File: config.mk
export PLATFORM = sky130hd
export DESIGN_NAME = keypad_press_long_press_tracker_top
export DESIGN_NICKNAME = d
export VERILOG_FILES = /design/src/rtl/kplp_pkg.sv /design/src/rtl/kplp_state_mem.sv /design/src/rtl/kplp_step.sv /design/src/rtl/keypad_press_long_press_tracker_top.sv
export SDC_FILE = /design/constraint.sdc
export NUM_CORES = 1
export LEC_CHECK = 0
export ABC_CLOCK_PERIOD_IN_PS = 19200
export BUFFER_PORTS_ARGS = -buffer_cell sky130_fd_sc_hd__buf_2
export CORE_MARGIN = 2
export CORE_UTILIZATION = 45
export CTS_BUF_LIST = sky130_fd_sc_hd__clkbuf_4
export CTS_CLUSTER_DIAMETER = 80
export DETAILED_ROUTE_END_ITERATION = 8
export PLACE_DENSITY_LB_ADDON = 0.1
export REMOVE_ABC_BUFFERS = 1
export SLEW_MARGIN = 40
export SYNTH_ARGS = -nofsm -noshare
export SYNTH_HDL_FRONTEND = slang
export SYNTH_SLANG_ARGS = --single-unit
export TNS_END_PERCENT = 10
File: constraint.sdc
create_clock -name clk -period 19.2 [get_ports clk]
set_input_delay 0.96 -clock clk [delete_from_list [all_inputs] [get_ports clk]]
set_output_delay 0.96 -clock clk [all_outputs]
set_load 0.01 [all_outputs]
File: src/rtl/kplp_pkg.sv
package kplp_pkg;

	localparam int KEYS   = 8;
	localparam int KEY_AW = (KEYS > 1) ? $clog2(KEYS) : 1;

	typedef enum logic [1:0] {
		PH_RELEASED = 2'd0,
		PH_PREPRESS = 2'd1,
		PH_PRESSED  = 2'd2,
		PH_LONG     = 2'd3
	} phase_t;

	localparam logic [1:0] EV_PRESSED  = 2'd0;
	localparam logic [1:0] EV_RELEASED = 2'd1;
	localparam logic [1:0] EV_LONG     = 2'd2;

	typedef enum logic [1:0] {
		REG_ACTIVE_HIGH_MASK = 2'd0,
		REG_LONG_PRESS_MS    = 2'd1,
		REG_DEBOUNCE_MS      = 2'd2,
		REG_DEBOUNCE_ENABLE  = 2'd3
	} cfg_reg_t;

	localparam logic [15:0] LONG_PRESS_RESET = 16'd2000;
	localparam logic [7:0]  DEBOUNCE_RESET   = 8'd10;

	typedef struct packed {
		logic [2:0]  key_index;
		logic        pin_level;
		logic [31:0] now_ms;
	} in_item_t;

	typedef struct packed {
		logic [2:0] event_key;
		logic [1:0] event_kind;
	} out_item_t;

	typedef struct packed {
		phase_t      phase;
		logic [31:0] start_ms;
	} key_state_t;

	typedef struct packed {
		logic [7:0]  active_high_mask;
		logic [15:0] long_press_ms;
		logic [7:0]  debounce_ms;
		logic        debounce_enable;
	} cfg_t;

endpackage

File: src/rtl/kplp_state_mem.sv
module kplp_state_mem (
	input  logic                      clk,
	input  logic                      arst_n,
	input  logic                      rd_en,
	input  logic [kplp_pkg::KEY_AW-1:0] rd_addr,
	input  logic                      wr_en,
	input  logic [kplp_pkg::KEY_AW-1:0] wr_addr,
	input  kplp_pkg::key_state_t      wr_data,
	output kplp_pkg::key_state_t      rd_data
);
	import kplp_pkg::*;

	key_state_t mem [KEYS];
	logic [KEYS-1:0] valid_q;
	key_state_t rdata_s1;
	key_state_t byp_data_s1;
	logic vld_s1;
	logic byp_s1;

	always_ff @(posedge clk) begin
		if (wr_en) begin
			mem[wr_addr] <= wr_data;
		end
		if (rd_en) begin
			rdata_s1    <= mem[rd_addr];
			byp_data_s1 <= wr_data;
		end
	end

	always_ff @(posedge clk or negedge arst_n) begin
		if (!arst_n) begin
			valid_q <= '0;
			vld_s1  <= 1'b0;
			byp_s1  <= 1'b0;
		end else begin
			if (wr_en) begin
				valid_q[wr_addr] <= 1'b1;
			end
			if (rd_en) begin
				vld_s1 <= valid_q[rd_addr];
				byp_s1 <= wr_en && (wr_addr == rd_addr);
			end
		end
	end

	// write-to-read forwarding, unwritten entries read as reset state
	always_comb begin
		if (byp_s1) begin
			rd_data = byp_data_s1;
		end else if (vld_s1) begin
			rd_data = rdata_s1;
		end else begin
			rd_data = '0;
		end
	end

endmodule

File: src/rtl/kplp_step.sv
module kplp_step (
	input  kplp_pkg::in_item_t   item,
	input  kplp_pkg::key_state_t cur,
	input  kplp_pkg::cfg_t       cfg,
	output kplp_pkg::key_state_t nxt,
	output logic                 emit,
	output logic [1:0]           kind
);
	import kplp_pkg::*;

	logic        down;
	logic [31:0] elapsed;
	logic        deb_done;
	logic        long_done;

	assign down      = (item.pin_level == cfg.active_high_mask[item.key_index]);
	assign elapsed   = item.now_ms - cur.start_ms;
	assign deb_done  = elapsed > {24'd0, cfg.debounce_ms};
	assign long_done = elapsed > {16'd0, cfg.long_press_ms};

	always_comb begin
		nxt  = cur;
		emit = 1'b0;
		kind = EV_PRESSED;
		unique case (cur.phase)
			PH_RELEASED: begin
				if (down) begin
					nxt.start_ms = item.now_ms;
					if (cfg.debounce_enable) begin
						nxt.phase = PH_PREPRESS;
					end else begin
						nxt.phase = PH_PRESSED;
						emit      = 1'b1;
					end
				end
			end
			PH_PREPRESS: begin
				if (!down) begin
					nxt.phase = PH_RELEASED;
				end else if (deb_done) begin
					nxt.phase    = PH_PRESSED;
					nxt.start_ms = item.now_ms;
					emit         = 1'b1;
				end
			end
			PH_PRESSED, PH_LONG: begin
				if (!down) begin
					nxt.phase    = PH_RELEASED;
					nxt.start_ms = '0;
					emit         = 1'b1;
					kind         = EV_RELEASED;
				end else if (cur.phase == PH_PRESSED && long_done) begin
					nxt.phase    = PH_LONG;
					nxt.start_ms = item.now_ms;
					emit         = 1'b1;
					kind         = EV_LONG;
				end
			end
			default: begin
				nxt = cur;
			end
		endcase
	end

endmodule

File: src/rtl/keypad_press_long_press_tracker_top.sv
// Keypad press / long-press tracker.
// Input channel (in_valid/in_stall/in_data): one sampled pin level of one key
// plus the current millisecond tick. Output channel (out_valid/out_stall/
// out_data): zero or one event per request: pressed, released or long pressed.
// Config port (cfg_we/cfg_index/cfg_data): polarity mask, long-press time,
// debounce time and debounce enable; write only while idle.
// Per-key phase and start tick live in a synchronous state memory; stage 0
// issues the read, stage 1 updates the entry, writes it back and loads the
// output register. Back-to-back requests to the same key use forwarding.
// Throughput: one request per cycle while in_stall is low. An event passes
// the stage 1 register and then the output register before it reaches out_data.
// Reset clears all key state to released (per-entry valid bits, no sweep),
// and loads the register defaults.
// A stalled event holds out_data; stage 1 keeps accepting requests that cause
// no event, and in_stall rises only when an event is blocked behind it.
module keypad_press_long_press_tracker_top (
	input  logic                clk,
	input  logic                arst_n,
	input  logic                in_valid,
	output logic                in_stall,
	input  kplp_pkg::in_item_t  in_data,
	output logic                out_valid,
	input  logic                out_stall,
	output kplp_pkg::out_item_t out_data,
	input  logic                cfg_we,
	input  logic [1:0]          cfg_index,
	input  logic [15:0]         cfg_data
);
	import kplp_pkg::*;

	cfg_t       cfg_q;
	in_item_t   item_s1;
	logic       valid_s1;
	key_state_t cur_state;
	key_state_t nxt_state;
	logic       emit;
	logic [1:0] kind;
	logic       in_range_s1;
	logic       out_free;
	logic       go_s1;
	logic       accept;
	logic       out_valid_q;
	out_item_t  out_data_q;

	always_ff @(posedge clk or negedge arst_n) begin
		if (!arst_n) begin
			cfg_q.active_high_mask <= '0;
			cfg_q.long_press_ms    <= LONG_PRESS_RESET;
			cfg_q.debounce_ms      <= DEBOUNCE_RESET;
			cfg_q.debounce_enable  <= 1'b0;
		end else if (cfg_we) begin
			unique case (cfg_reg_t'(cfg_index))
				REG_ACTIVE_HIGH_MASK: cfg_q.active_high_mask <= cfg_data[7:0];
				REG_LONG_PRESS_MS:    cfg_q.long_press_ms    <= cfg_data;
				REG_DEBOUNCE_MS:      cfg_q.debounce_ms      <= cfg_data[7:0];
				REG_DEBOUNCE_ENABLE:  cfg_q.debounce_enable  <= cfg_data[0];
				default:              cfg_q                  <= cfg_q;
			endcase
		end
	end

	assign in_range_s1 = ({29'd0, item_s1.key_index} < 32'(KEYS));
	assign out_free    = !out_valid_q || !out_stall;
	assign go_s1       = valid_s1 && (out_free || !(emit && in_range_s1));
	assign in_stall    = valid_s1 && !go_s1;
	assign accept      = in_valid && !in_stall;

	kplp_state_mem u_mem (
		.clk     (clk),
		.arst_n  (arst_n),
		.rd_en   (accept),
		.rd_addr (in_data.key_index[KEY_AW-1:0]),
		.wr_en   (go_s1 && in_range_s1),
		.wr_addr (item_s1.key_index[KEY_AW-1:0]),
		.wr_data (nxt_state),
		.rd_data (cur_state)
	);

	kplp_step u_step (
		.item (item_s1),
		.cur  (cur_state),
		.cfg  (cfg_q),
		.nxt  (nxt_state),
		.emit (emit),
		.kind (kind)
	);

	always_ff @(posedge clk) begin
		if (accept) begin
			item_s1 <= in_data;
		end
		if (go_s1 && emit && in_range_s1) begin
			out_data_q.event_key  <= item_s1.key_index;
			out_data_q.event_kind <= kind;
		end
	end

	always_ff @(posedge clk or negedge arst_n) begin
		if (!arst_n) begin
			valid_s1    <= 1'b0;
			out_valid_q <= 1'b0;
		end else begin
			if (accept) begin
				valid_s1 <= 1'b1;
			end else if (go_s1) begin
				valid_s1 <= 1'b0;
			end
			if (go_s1 && emit && in_range_s1) begin
				out_valid_q <= 1'b1;
			end else if (out_free) begin
				out_valid_q <= 1'b0;
			end
		end
	end

	assign out_valid = out_valid_q;
	assign out_data  = out_data_q;

endmodule

# ---- After elaboration in Yosys (flattened, before gate mapping)
# Memories as Yosys holds them, arrays and structs flattened. A register that Yosys moved wholly into a read port is not among the register bits.
# Index checks and enable logic that the tools add are counted.
dict set report classes {
  add_sub_neg 1
  magnitude_cmp 5
  n_eq_ne 8
  muxes 31
  n_bitwise 1
  n_reduce_logical 24
}
# op count
set ops {}
lappend ops {{two-way mux 34 bit} 6}
lappend ops {{one-hot mux 34 bit (3 select lines)} 1}
lappend ops {{> comparator 32 x 16 -> 1 bit} 1}
lappend ops {{> comparator 32 x 8 -> 1 bit} 1}
lappend ops {{two-way mux 32 bit} 1}
lappend ops {{subtractor 32 bit} 1}
lappend ops {{two-way mux 1 bit} 16}
lappend ops {{AND reduction 2 bit} 5}
lappend ops {{== test 2 bit, second input constant} 4}
lappend ops {{< comparator 3 x 4 -> 1 bit, second input constant} 2}
lappend ops {{OR 8 bit} 1}
lappend ops {{logical AND 1 bit} 7}
lappend ops {{binary-select mux 1 bit (select 3 bit)} 2}
lappend ops {{two-way mux 2 bit} 3}
lappend ops {{logical NOT 1 bit} 5}
lappend ops {{== test 2 x 1 -> 1 bit, second input constant} 2}
lappend ops {{logical NOT 2 bit} 2}
lappend ops {{nonzero test 2 bit} 2}
lappend ops {{demux 1 bit (select 3 bit)} 1}
lappend ops {{== test 3 bit} 1}
lappend ops {{greater-or-equal comparator 3 x 1 -> 1 bit, second input constant} 1}
lappend ops {{one-hot mux 1 bit (3 select lines)} 1}
lappend ops {{logical OR 1 bit} 2}
lappend ops {{OR reduction 2 bit} 1}
lappend ops {{== test 1 bit} 1}
dict set report totals {
  ff_bits 120
  ram_bits 272
  inputBits 59
  out_inout_bits 7
  word_cells 88
  memories 1
}
# memory depth width read_ports rd_ports_with_merged_regs write_ports line_no
set memory_table {}
lappend memory_table {u_mem.mem 8 34 1 1 1 kplp_state_mem.sv:13} ;# key_state_t mem [KEYS];

# ---- Depth between registers and ports, before layout
# Gate-level depths: netlist of the first run.
dict set report logic_depth {
  ltp_word 16
  depth_mapped 30
  depth_no_buf 24
}

# ---- Hierarchy
# A second synthesis of the first run with hierarchy kept.
dict set report unflattened {
  hier_cells 1224
  hier_area_um2 19578.8
}
# module n_inst cells_each area_each_um2 seq_area_each_um2
set by_module_without_submodules {}
lappend by_module_without_submodules {kplp_state_mem 1 550 13270.2 10460.0}
lappend by_module_without_submodules {kplp_step 1 550 3704.8 0.0}
lappend by_module_without_submodules {keypad_press_long_press_tracker_top 1 124 2603.7 2117.0}

# ---- Worst setup path after synthesis of the first run
# OpenSTA, ideal clock, no wires.
dict set report synth_path {
  path_kind {register to register}
  from {reg u_mem.byp_s1}
  to {mem u_mem.mem[7][0] in the netlist's numbering, enable pin}
  setup_time_ps 467
  arrival_time_ps 7360
  t_required_ps 18733
  setup_slack_ps 11373
  stages_incl_launch_ff 29
  n_path_buf 7
  period_less_slack_ps 7827
  path_cell_list {dfrtp_1 > buf_6 > buf_2 > buf_4 > buf_2 > buf_1 > a22oi_1 > inv_1 > ha_1 > inv_1 > ha_1 > a31o_1 > maj3_2 > o31ai_4 > nor4_1 > or3_1 > and2_1 > ha_1 > nand3_1 > nor2_1 > nand3_1 > nor4_1 > a21o_1 > a22o_1 > a21oi_2 > nor2b_1 > buf_6 > buf_6 > nor3_1}
}
dict set report synth_via {
  elab_chain_cells 12
  elab_cells_between_ends 20
  classes_between {add/sub (1); order compare (2); eq/ne (3); mux (8); reduce/logical (6)}
}
# element line_no
set synth_lines {}
lappend synth_lines {{from (decl)} kplp_state_mem.sv:18} ;# logic byp_s1;
lappend synth_lines {{from (signal assigned)} kplp_state_mem.sv:41} ;# byp_s1 <= wr_en && (wr_addr == rd_addr);
lappend synth_lines {{two-way mux 34 bit (*)} kplp_state_mem.sv:48} ;# if (byp_s1) begin
lappend synth_lines {{subtractor 32 bit} kplp_step.sv:17} ;# assign elapsed = item.now_ms - cur.start_ms;
lappend synth_lines {{> comparator 32 x 16 -> 1 bit} kplp_step.sv:19} ;# assign long_done = elapsed > {16'd0, cfg.long_press_ms};
lappend synth_lines {{logical AND 1 bit} kplp_step.sv:52} ;# end else if (cur.phase == PH_PRESSED && long_done) begin
lappend synth_lines {{two-way mux 1 bit} kplp_step.sv:52}
lappend synth_lines {{two-way mux 1 bit} kplp_step.sv:47} ;# if (!down) begin
lappend synth_lines {{one-hot mux 1 bit (3 select lines) (*)} kplp_step.sv:25} ;# unique case (cur.phase)
lappend synth_lines {{logical NOT 1 bit (*)} keypad_press_long_press_tracker_top.sv:64} ;# assign go_s1 = valid_s1 && (out_free || !(emit && in_range_s1));
lappend synth_lines {{logical OR 1 bit (*)} keypad_press_long_press_tracker_top.sv:64}
lappend synth_lines {{logical AND 1 bit (*)} keypad_press_long_press_tracker_top.sv:64}
lappend synth_lines {{two-way mux 1 bit (*)} kplp_state_mem.sv:21} ;# if (wr_en) begin
lappend synth_lines {{two-way mux 1 bit (not written as such) (*)} kplp_state_mem.sv:22} ;# mem[wr_addr] <= wr_data;
lappend synth_lines {{to (decl)} kplp_state_mem.sv:13}
# Every way passes the cells marked *; elsewhere a longest branch is shown, timed or not.

# ---- Final worst setup path of the first run
dict set report layout_path {
  from {reg u_mem.byp_s1}
  to {out in_stall}
}
dict set report layout_via {
  elab_chain_cells 12
  elab_cells_between_ends 20
  classes_between {add/sub (1); order compare (2); eq/ne (3); mux (6); reduce/logical (8)}
}
# element line_no
set layout_lines {}
lappend layout_lines {{two-way mux 34 bit (*)} kplp_state_mem.sv:48}
lappend layout_lines {{subtractor 32 bit} kplp_step.sv:17}
lappend layout_lines {{> comparator 32 x 16 -> 1 bit} kplp_step.sv:19}
lappend layout_lines {{logical AND 1 bit} kplp_step.sv:52}
lappend layout_lines {{two-way mux 1 bit} kplp_step.sv:52}
lappend layout_lines {{two-way mux 1 bit} kplp_step.sv:47}
lappend layout_lines {{one-hot mux 1 bit (3 select lines) (*)} kplp_step.sv:25}
lappend layout_lines {{logical NOT 1 bit (*)} keypad_press_long_press_tracker_top.sv:64}
lappend layout_lines {{logical OR 1 bit (*)} keypad_press_long_press_tracker_top.sv:64}
lappend layout_lines {{logical AND 1 bit (*)} keypad_press_long_press_tracker_top.sv:64}
lappend layout_lines {{logical NOT 1 bit (*)} keypad_press_long_press_tracker_top.sv:65} ;# assign in_stall = valid_s1 && !go_s1;
lappend layout_lines {{logical AND 1 bit (*)} keypad_press_long_press_tracker_top.sv:65}
lappend layout_lines {{to (decl)} keypad_press_long_press_tracker_top.sv:20} ;# output logic in_stall,
# Marked as above.

==> metrics.txt, run 1 <==
result of the run completed; power after layout 2.53 mW; min setup slack post-route 11,750 ps; worst-path cell chain buf_4 > nand2_1 > and2_1 > xor2_1 > ha_1 > a31o_1 > maj3_2 > o31ai_4 > nor4_1 > or3_1 > and2_1 > ha_1 > nand3_1 > nor2_1 > nand3_1 > nor2_1 > nand3_1 > mux2_1 > a21o_1 > a22o_1 > a21oi_2 > and4_1 > buf_2; horizontal die dimension 216 µm; critical path's most frequent cell sky130_fd_sc_hd__nand3_1; Hold Vio Cnt, Final 0; per-instance average area after synthesis roughly 15 µm²; Post-Syn Area around 20,000 µm²; number of distinct standard cells referenced by the synthesized netlist just under 100; area used by sequential logic in the layout 12,600 µm²; dominant cells by area after synthesis sky130_fd_sc_hd__edfxtp_1 57%, sky130_fd_sc_hd__mux4_2 8.0%, sky130_fd_sc_hd__dfrtp_1 4.6%, sky130_fd_sc_hd__mux2_2 3.8%, sky130_fd_sc_hd__ha_1 2.7%; area of the multi-input gates between 7000 and 8000 µm²; WL/cell 23.5 µm; aggregate global routing overflow 0; port buffer count 65; post-DP HPWL between 30,000 and 40,000 µm; total negative setup slack 0 ps; areal power density over the cells 112 nW/µm²; global-route wire length before repair around 76,000 µm; initial core utilization a little under half; final instance count without filler cells approximately 2,100; RD Place Congestion between 0.8 and 0.9; setup repair after global routing missed its margin no; clock skew roughly 62 ps; root buffer selected by CTS sky130_fd_sc_hd__clkbuf_4; sum of buffers and inverters on the critical path 2; utilization after layout approximately half; CTS resizes 0; Max rail drop VDD roughly 0.052 mV; portion of the post-synthesis area used by sequential elements a little over 60%; worst-path maximum fanout between 70 and 80; Critical Path RT 18,240 ps; area overhead of the layout relative to synthesis 12.2%; post-layout minimum cycle time 7450 ps; Max Cap Violations 0; Async SR Flop Fraction between 10% and 20%; Setup Viol. Count Final 0; final max-slew violation count 0; number of buffers added by the clock tree synthesis step 108; share of the synthesized area in the top cell type approximately 57%; Yosys warnings 0; arrival time worst endpoint roughly 6500 ps; cell count after synthesis about 1,300; number of clock sinks seen by CTS roughly 430; Post-synth EDFFs about 380; flip-flop and latch count after synthesis 426; Die Outline Area 46,700 µm²; antenna-violating nets left 0; max-slew headroom at the worst pin around 44%; maximum clock rate 134 MHz; die extent in y approximately 220 µm; clock-pin slew reported for the worst setup and hold paths after clock tree synthesis 70 ps; dominant synthesized flop cell sky130_fd_sc_hd__edfxtp_1; slew at the pin closest to its max-slew limit approximately 840 ps; clock tree from TritonCTS yes; Worst Setup Path Type register to primary output; fill count around 3,800; Detailed Route Iter0 Violations 1,110; buffers from clock root to sink, at most 3; type of the tightest min-delay check primary input to async pin; largest net degree at the start of global routing 77; overall track demand over capacity in global routing 21.9%; number of global-route vias before repair between 10,000 and 15,000; fraction of layout instances using a drive strength above 1 about a third; worst slack at placement ~12,000 ps; vias post-DR approximately 12,000; DRC violations left 0; master of the slowest instance on the critical path sky130_fd_sc_hd__buf_4; dpl cells 1,940; Skew-Pair Late Insertion Delay ~840 ps; static leakage 8.03 nW; CP Launch Type register; wire length reported by the detailed router between 50,000 and 60,000 µm; first-pass detailed-route iteration total 5; fraction of the cycle the final worst path needs between 30% and 40%; Crit path max-delay family simple AND/OR/NAND/NOR gates; maximum cell stage delay along the critical path between 500 and 600 ps; H-Tree Level Count 3; number of antenna violations at the first check in global routing 2; routed via count divided by cell count 5.80; Worst setup EP type primary output; final-stage net count about 1,600; post-CTS repair timing setup buffer count 0; number of ports placed on the die boundary 66; area leader, netlist sky130_fd_sc_hd__edfxtp_1; core area around 44,000 µm²; Post-CTS Hold Buffers 0; standard-cell rows 77
## sequential cells by signal, summed over array words and instances, names as in the netlist
register and cells:
u_mem.mem 272, u_mem.rdata_s1 34, u_mem.valid_q 8, cfg_q 33, out_valid 1, out_data 5, valid_s1 1, item_s1 36
u_mem.byp_data_s1 34, u_mem.byp_s1 1, u_mem.vld_s1 1
## stage by stage
stage                     hold slack, ps  cell area, µm²
final                                165           22700
after global routing                 125           22700
after CTS                           92.5           22600
after detailed placement             446           21300
after global placement               447           21200
after floorplan                      426           19900
## per-layer routing
layer / track usage [%] / wire (µm) / vias to the layer above
met4: 6.42 / 1040 / 0
met3: 4.62 / 2790 / 73
met1: 32.6 / 24000 / 6273
met2: 32.4 / 22400 / 369
li1: - / - / 5675
met5: 0 / 0 / -
## cell usage in the layout (no fill, tap or decap), types with 8 or more instances in the layout
cell                        instances
sky130_fd_sc_hd__and2_1            20
sky130_fd_sc_hd__o2bb2ai_2         20
sky130_fd_sc_hd__nor2_1            41
sky130_fd_sc_hd__inv_1             45
sky130_fd_sc_hd__a211oi_1          17
sky130_fd_sc_hd__nor4_1             8
sky130_fd_sc_hd__nand3b_1          18
sky130_fd_sc_hd__dfstp_2            8
sky130_fd_sc_hd__and3_1            11
sky130_fd_sc_hd__nand2_1           77
sky130_fd_sc_hd__nand4_1           16
sky130_fd_sc_hd__a22oi_1           26
sky130_fd_sc_hd__o31ai_1           10
sky130_fd_sc_hd__a21oi_1           51
sky130_fd_sc_hd__o21ai_0           27
sky130_fd_sc_hd__o21a_1             8
sky130_fd_sc_hd__nor3_1            18
sky130_fd_sc_hd__mux2_2            69
sky130_fd_sc_hd__clkinv_1          24
sky130_fd_sc_hd__nand3_1           24
sky130_fd_sc_hd__mux4_2            72
sky130_fd_sc_hd__buf_2             64
sky130_fd_sc_hd__a21o_1            12
sky130_fd_sc_hd__xnor2_1           17
sky130_fd_sc_hd__and3b_1            8
sky130_fd_sc_hd__buf_4             24
sky130_fd_sc_hd__edfxtp_1         381
sky130_fd_sc_hd__ha_1              44
sky130_fd_sc_hd__clkbuf_4         158
sky130_fd_sc_hd__dfrtp_1           35
## cells by family after synthesis
kind of cell | share of synthesized area [%]
mux | 12.4
flops | 62.2
fa+ha+maj | 3.03
xor+xnor | 1.15
compound gates | 10.8
simple gates | 7.96
buf+inv | 2.43
## cell usage after synthesis (17+ instances only)
library cell	number
sky130_fd_sc_hd__o2bb2ai_2	20
sky130_fd_sc_hd__o21ai_0	28
sky130_fd_sc_hd__nand3_1	24
sky130_fd_sc_hd__nand2_1	77
sky130_fd_sc_hd__a21oi_1	52
sky130_fd_sc_hd__a22oi_1	26
sky130_fd_sc_hd__and2_1	20
sky130_fd_sc_hd__dfrtp_1	37
sky130_fd_sc_hd__ha_1	44
sky130_fd_sc_hd__xnor2_1	17
sky130_fd_sc_hd__clkbuf_1	34
sky130_fd_sc_hd__a211oi_1	17
sky130_fd_sc_hd__mux4_2	72
sky130_fd_sc_hd__inv_1	46
sky130_fd_sc_hd__nor3_1	21
sky130_fd_sc_hd__mux2_2	69
sky130_fd_sc_hd__edfxtp_1	381
sky130_fd_sc_hd__nor2_1	42
sky130_fd_sc_hd__nand3b_1	18
## area by class of cell
cell class	count	share of cell area, %
diodes	2	0.0221
clock inverters	34	0.783
flip-flops and latches	426	55.4
inverters	46	0.772
repair buffers	91	2.39
well taps	592	3.26
clock buffers	158	5.23
multi-input cells	788	32.1
## report_power, final
part | total [mW] | switching [mW] | internal (mW) | leakage (nW)
registers | 1.20 | 0.0377 | 1.16 | 4.06
logic | 0.580 | 0.373 | 0.207 | 3.15
clock network | 0.757 | 0.365 | 0.392 | 0.818
## final timing paths
| check | startpoint | end | slack (ps) | cells past startpoint |
|---|---|---|---|---|
| hold / removal | arst_n | valid_s1 | 170 | 1 |
| hold reg to reg | u_mem.valid_q[0] | u_mem.valid_q[0] | 460 | 2 |
| min in group clk | in_data[19] | item_s1[19] | 290 | 1 |
| setup reg to reg | u_mem.byp_s1 | u_mem.mem[2][18] | 12300 | 24 |
| setup / recovery | u_mem.byp_s1 | in_stall | 11750 | 23 |
| max in group asynchronous | arst_n | u_mem.vld_s1 | 18590 | 1 |
Note: power is estimated with default switching activity, not from simulation.
==> run 2: changes to the inputs <==
--- a/config.mk
+++ b/config.mk
@@ -5,7 +5,7 @@
 export SDC_FILE = /design/constraint.sdc
 export NUM_CORES = 1
 export LEC_CHECK = 0
-export ABC_CLOCK_PERIOD_IN_PS = 19200
+export ABC_CLOCK_PERIOD_IN_PS = 7510
 export BUFFER_PORTS_ARGS = -buffer_cell sky130_fd_sc_hd__buf_2
 export CORE_MARGIN = 2
 export CORE_UTILIZATION = 45
==> constraint.sdc (replaced) <==
create_clock -name clk -period 7.51 [get_ports clk]
set_input_delay 0.3755 -clock clk [delete_from_list [all_inputs] [get_ports clk]]
set_output_delay 0.3755 -clock clk [all_outputs]
set_load 0.01 [all_outputs]
==> run 2 against run 1 <==
Die area stayed put. Routed wire length increased by 3.8%. Final area rose by 2.6%. Non-clock buffer count up 60. Critical endpoint is now u_mem.mem[0][18]. Largest cell class unchanged.
==> metrics.txt, run 2 (synthesis results as in run 1) <==
H-Tree Level Count 3 (unchanged); Setup Viol. Count Final 0 (unchanged); maximum clock rate around 150 MHz; fraction of the cycle the final worst path needs 88.4%; min setup slack post-route 875 ps (-10,870 ps); leading registers by flop count u_mem.mem x272, item_s1 x36; Worst Setup Path Type register to register; post-layout minimum cycle time between 6000 and 7000 ps; clock skew 82.5 ps (+20.1 ps); critical path's most frequent cell sky130_fd_sc_hd__nand3_1; Die Outline Area 46,700 µm² (unchanged); maximum cell stage delay along the critical path 440 ps (-150 ps); first-pass detailed-route iteration total 5 (unchanged); core area 44,300 µm² (unchanged); aggregate global routing overflow 0 (unchanged); RD Place Congestion 0.876 (about the same); Max Cap Violations 0 (unchanged); final-stage net count 1,626 (+4.0%); routed via count divided by cell count 5.85 (+0.85%); largest register by flop count u_mem.mem; WP depth 25 (+8.7%); WL/cell 23.8 µm (+1.3%); Worst setup EP type register; Max rail drop VDD 0.110 mV (+110%); largest net degree at the start of global routing 76 (-1.3%); instance count along the most critical hold path 1; reg-to-reg critical path startpoint u_mem.byp_s1; slack of the worst reg-to-reg path 870 ps (-11,430 ps); clock-pin slew reported for the worst setup and hold paths after clock tree synthesis 70 ps (about the same); arrival time worst endpoint 7090 ps (+600 ps); max-slew headroom at the worst pin 40.7% (-3.3 points); number of ports placed on the die boundary 66 (unchanged); post-route worst hold slack 66.0 ps (-99.3 ps); result of the run completed; Crit path max-delay family simple AND/OR/NAND/NOR gates; area overhead of the layout relative to synthesis 15.1%; CP Launch Type register; overall track demand over capacity in global routing 22.6% (+0.70 points); port buffer count 65 (unchanged); static leakage 8.30 nW (+3.2%); dpl cells 1,942 (+0.10%); DRC violations left 0 (unchanged); fraction of layout instances using a drive strength above 1 30.6% (-0.86 points); final instance count without filler cells 2,189 (+2.4%); post-CTS repair timing setup buffer count 0 (unchanged); slew at the pin closest to its max-slew limit 880 ps (+42.7 ps); worst-path maximum fanout 75 (-1.3%); endpoint of the worst hold path item_s1[33]; Detailed Route Iter0 Violations 1,223 (+10%); antenna-violating nets left 0 (unchanged); number of buffers added by the clock tree synthesis step 110 (+1.9%); standard-cell rows 77 (unchanged); horizontal die dimension 216 µm (unchanged); initial core utilization 45.7% (unchanged); endpoint of the lowest-slack register-to-register path u_mem.mem[0][18]; number of global-route vias before repair 12,797 (+4.0%); root buffer selected by CTS sky130_fd_sc_hd__clkbuf_4; commonest cells after routing, fill and taps aside 381 x sky130_fd_sc_hd__edfxtp_1, 165 x sky130_fd_sc_hd__clkbuf_4, 77 x sky130_fd_sc_hd__nand2_1; global-route wire length before repair 78,400 µm (+3.0%); vias post-DR 12,800 (+3.3%); sum of buffers and inverters on the critical path 3 (+1); setup repair after global routing missed its margin no; Critical Path RT 7970 ps (-10,270 ps); post-DP HPWL 33,100 µm (+3.7%); wire length reported by the detailed router 52,200 µm (+3.8%); type of the tightest min-delay check primary input to register; most common library cell in the layout ignoring fill and taps sky130_fd_sc_hd__edfxtp_1; Skew-Pair Late Insertion Delay 850 ps (about the same); clock tree from TritonCTS yes; utilization after layout 52.6% (+1.4 points); number of antenna violations at the first check in global routing 1 (-1); max FFs per register 272 (unchanged); final max-slew violation count 0 (unchanged); number of clock sinks seen by CTS 426 (unchanged); buffers from clock root to sink, at most 3 (unchanged); worst slack at placement 985 ps (-11,280 ps); Hold Vio Cnt, Final 0 (unchanged); Worst Min Path Start in_data[33]; areal power density over the cells 280 nW/µm² (+150%); cell count of the worst reg-to-reg path 25 (+4.2%); master of the slowest instance on the critical path sky130_fd_sc_hd__buf_4; die extent in y 216 µm (unchanged)
[run 2: cell type report]
cell class	count	area (µm²)
antenna	1	2.50
clock buffer	165	1240
tap	592	741
inverter	46	178
timing repair buffer	151	1170
fill	3803	21000
multi-input combinational	788	7280
sequential	426	12600
clock inverter	20	113
[run 2: power breakdown]
part / internal, mW / leakage [nW] / total [mW] / switching [mW]
sequential: 2.97 / 4.06 / 3.07 / 0.101
combinational: 0.549 / 3.41 / 1.52 / 0.969
clock: 1.02 / 0.818 / 1.94 / 0.913
total: 4.54 / 8.30 / 6.53 / 1.98
[run 2: timing repair]
| action | in CTS | in global routing |
|---|---|---|
| endpoints found under the hold margin | 120 | 0 |
| hold buffers | 60 | 0 |
| gates resized for setup | 0 | 0 |
[run 2: metal layers]
metal,global-route usage [%],part of all wire [%],vias up,routed length (µm)
li1,-,-,5783,-
met1,32.5,46,6540,24100
met2,34.2,46,412,23900
met3,4.55,6.0,65,3150
met4,8.04,1.9,0,987
met5,0,0,-,0
[run 2: stage by stage]
| stage | setup TNS [ps] | total power, mW | cell area, µm² |
|---|---|---|---|
| global placement | 0 | 4.57 | 21300 |
| detailed placement | 0 | 4.59 | 21300 |
| global route | 0 | 6.87 | 23300 |
| CTS | 0 | 6.58 | 23200 |
| finish | 0 | 6.53 | 23300 |
| floorplan | -282920 | 4.08 | 19900 |
[run 2: worst max path at each step]
stage / slack (ps) / startpoint / endpoint
2_1_floorplan: -1230 / u_mem.byp_s1 / u_mem.mem[7][0]
3_3_place_gp: 1070 / u_mem.byp_s1 / u_mem.mem[0][18]
3_5_place_dp: 980 / u_mem.byp_s1 / u_mem.mem[5][17]
4_1_cts: 900 / u_mem.byp_s1 / in_stall
5_1_grt: 420 / u_mem.byp_s1 / u_mem.byp_data_s1[15]
6_report: 870 / u_mem.byp_s1 / u_mem.mem[0][18]
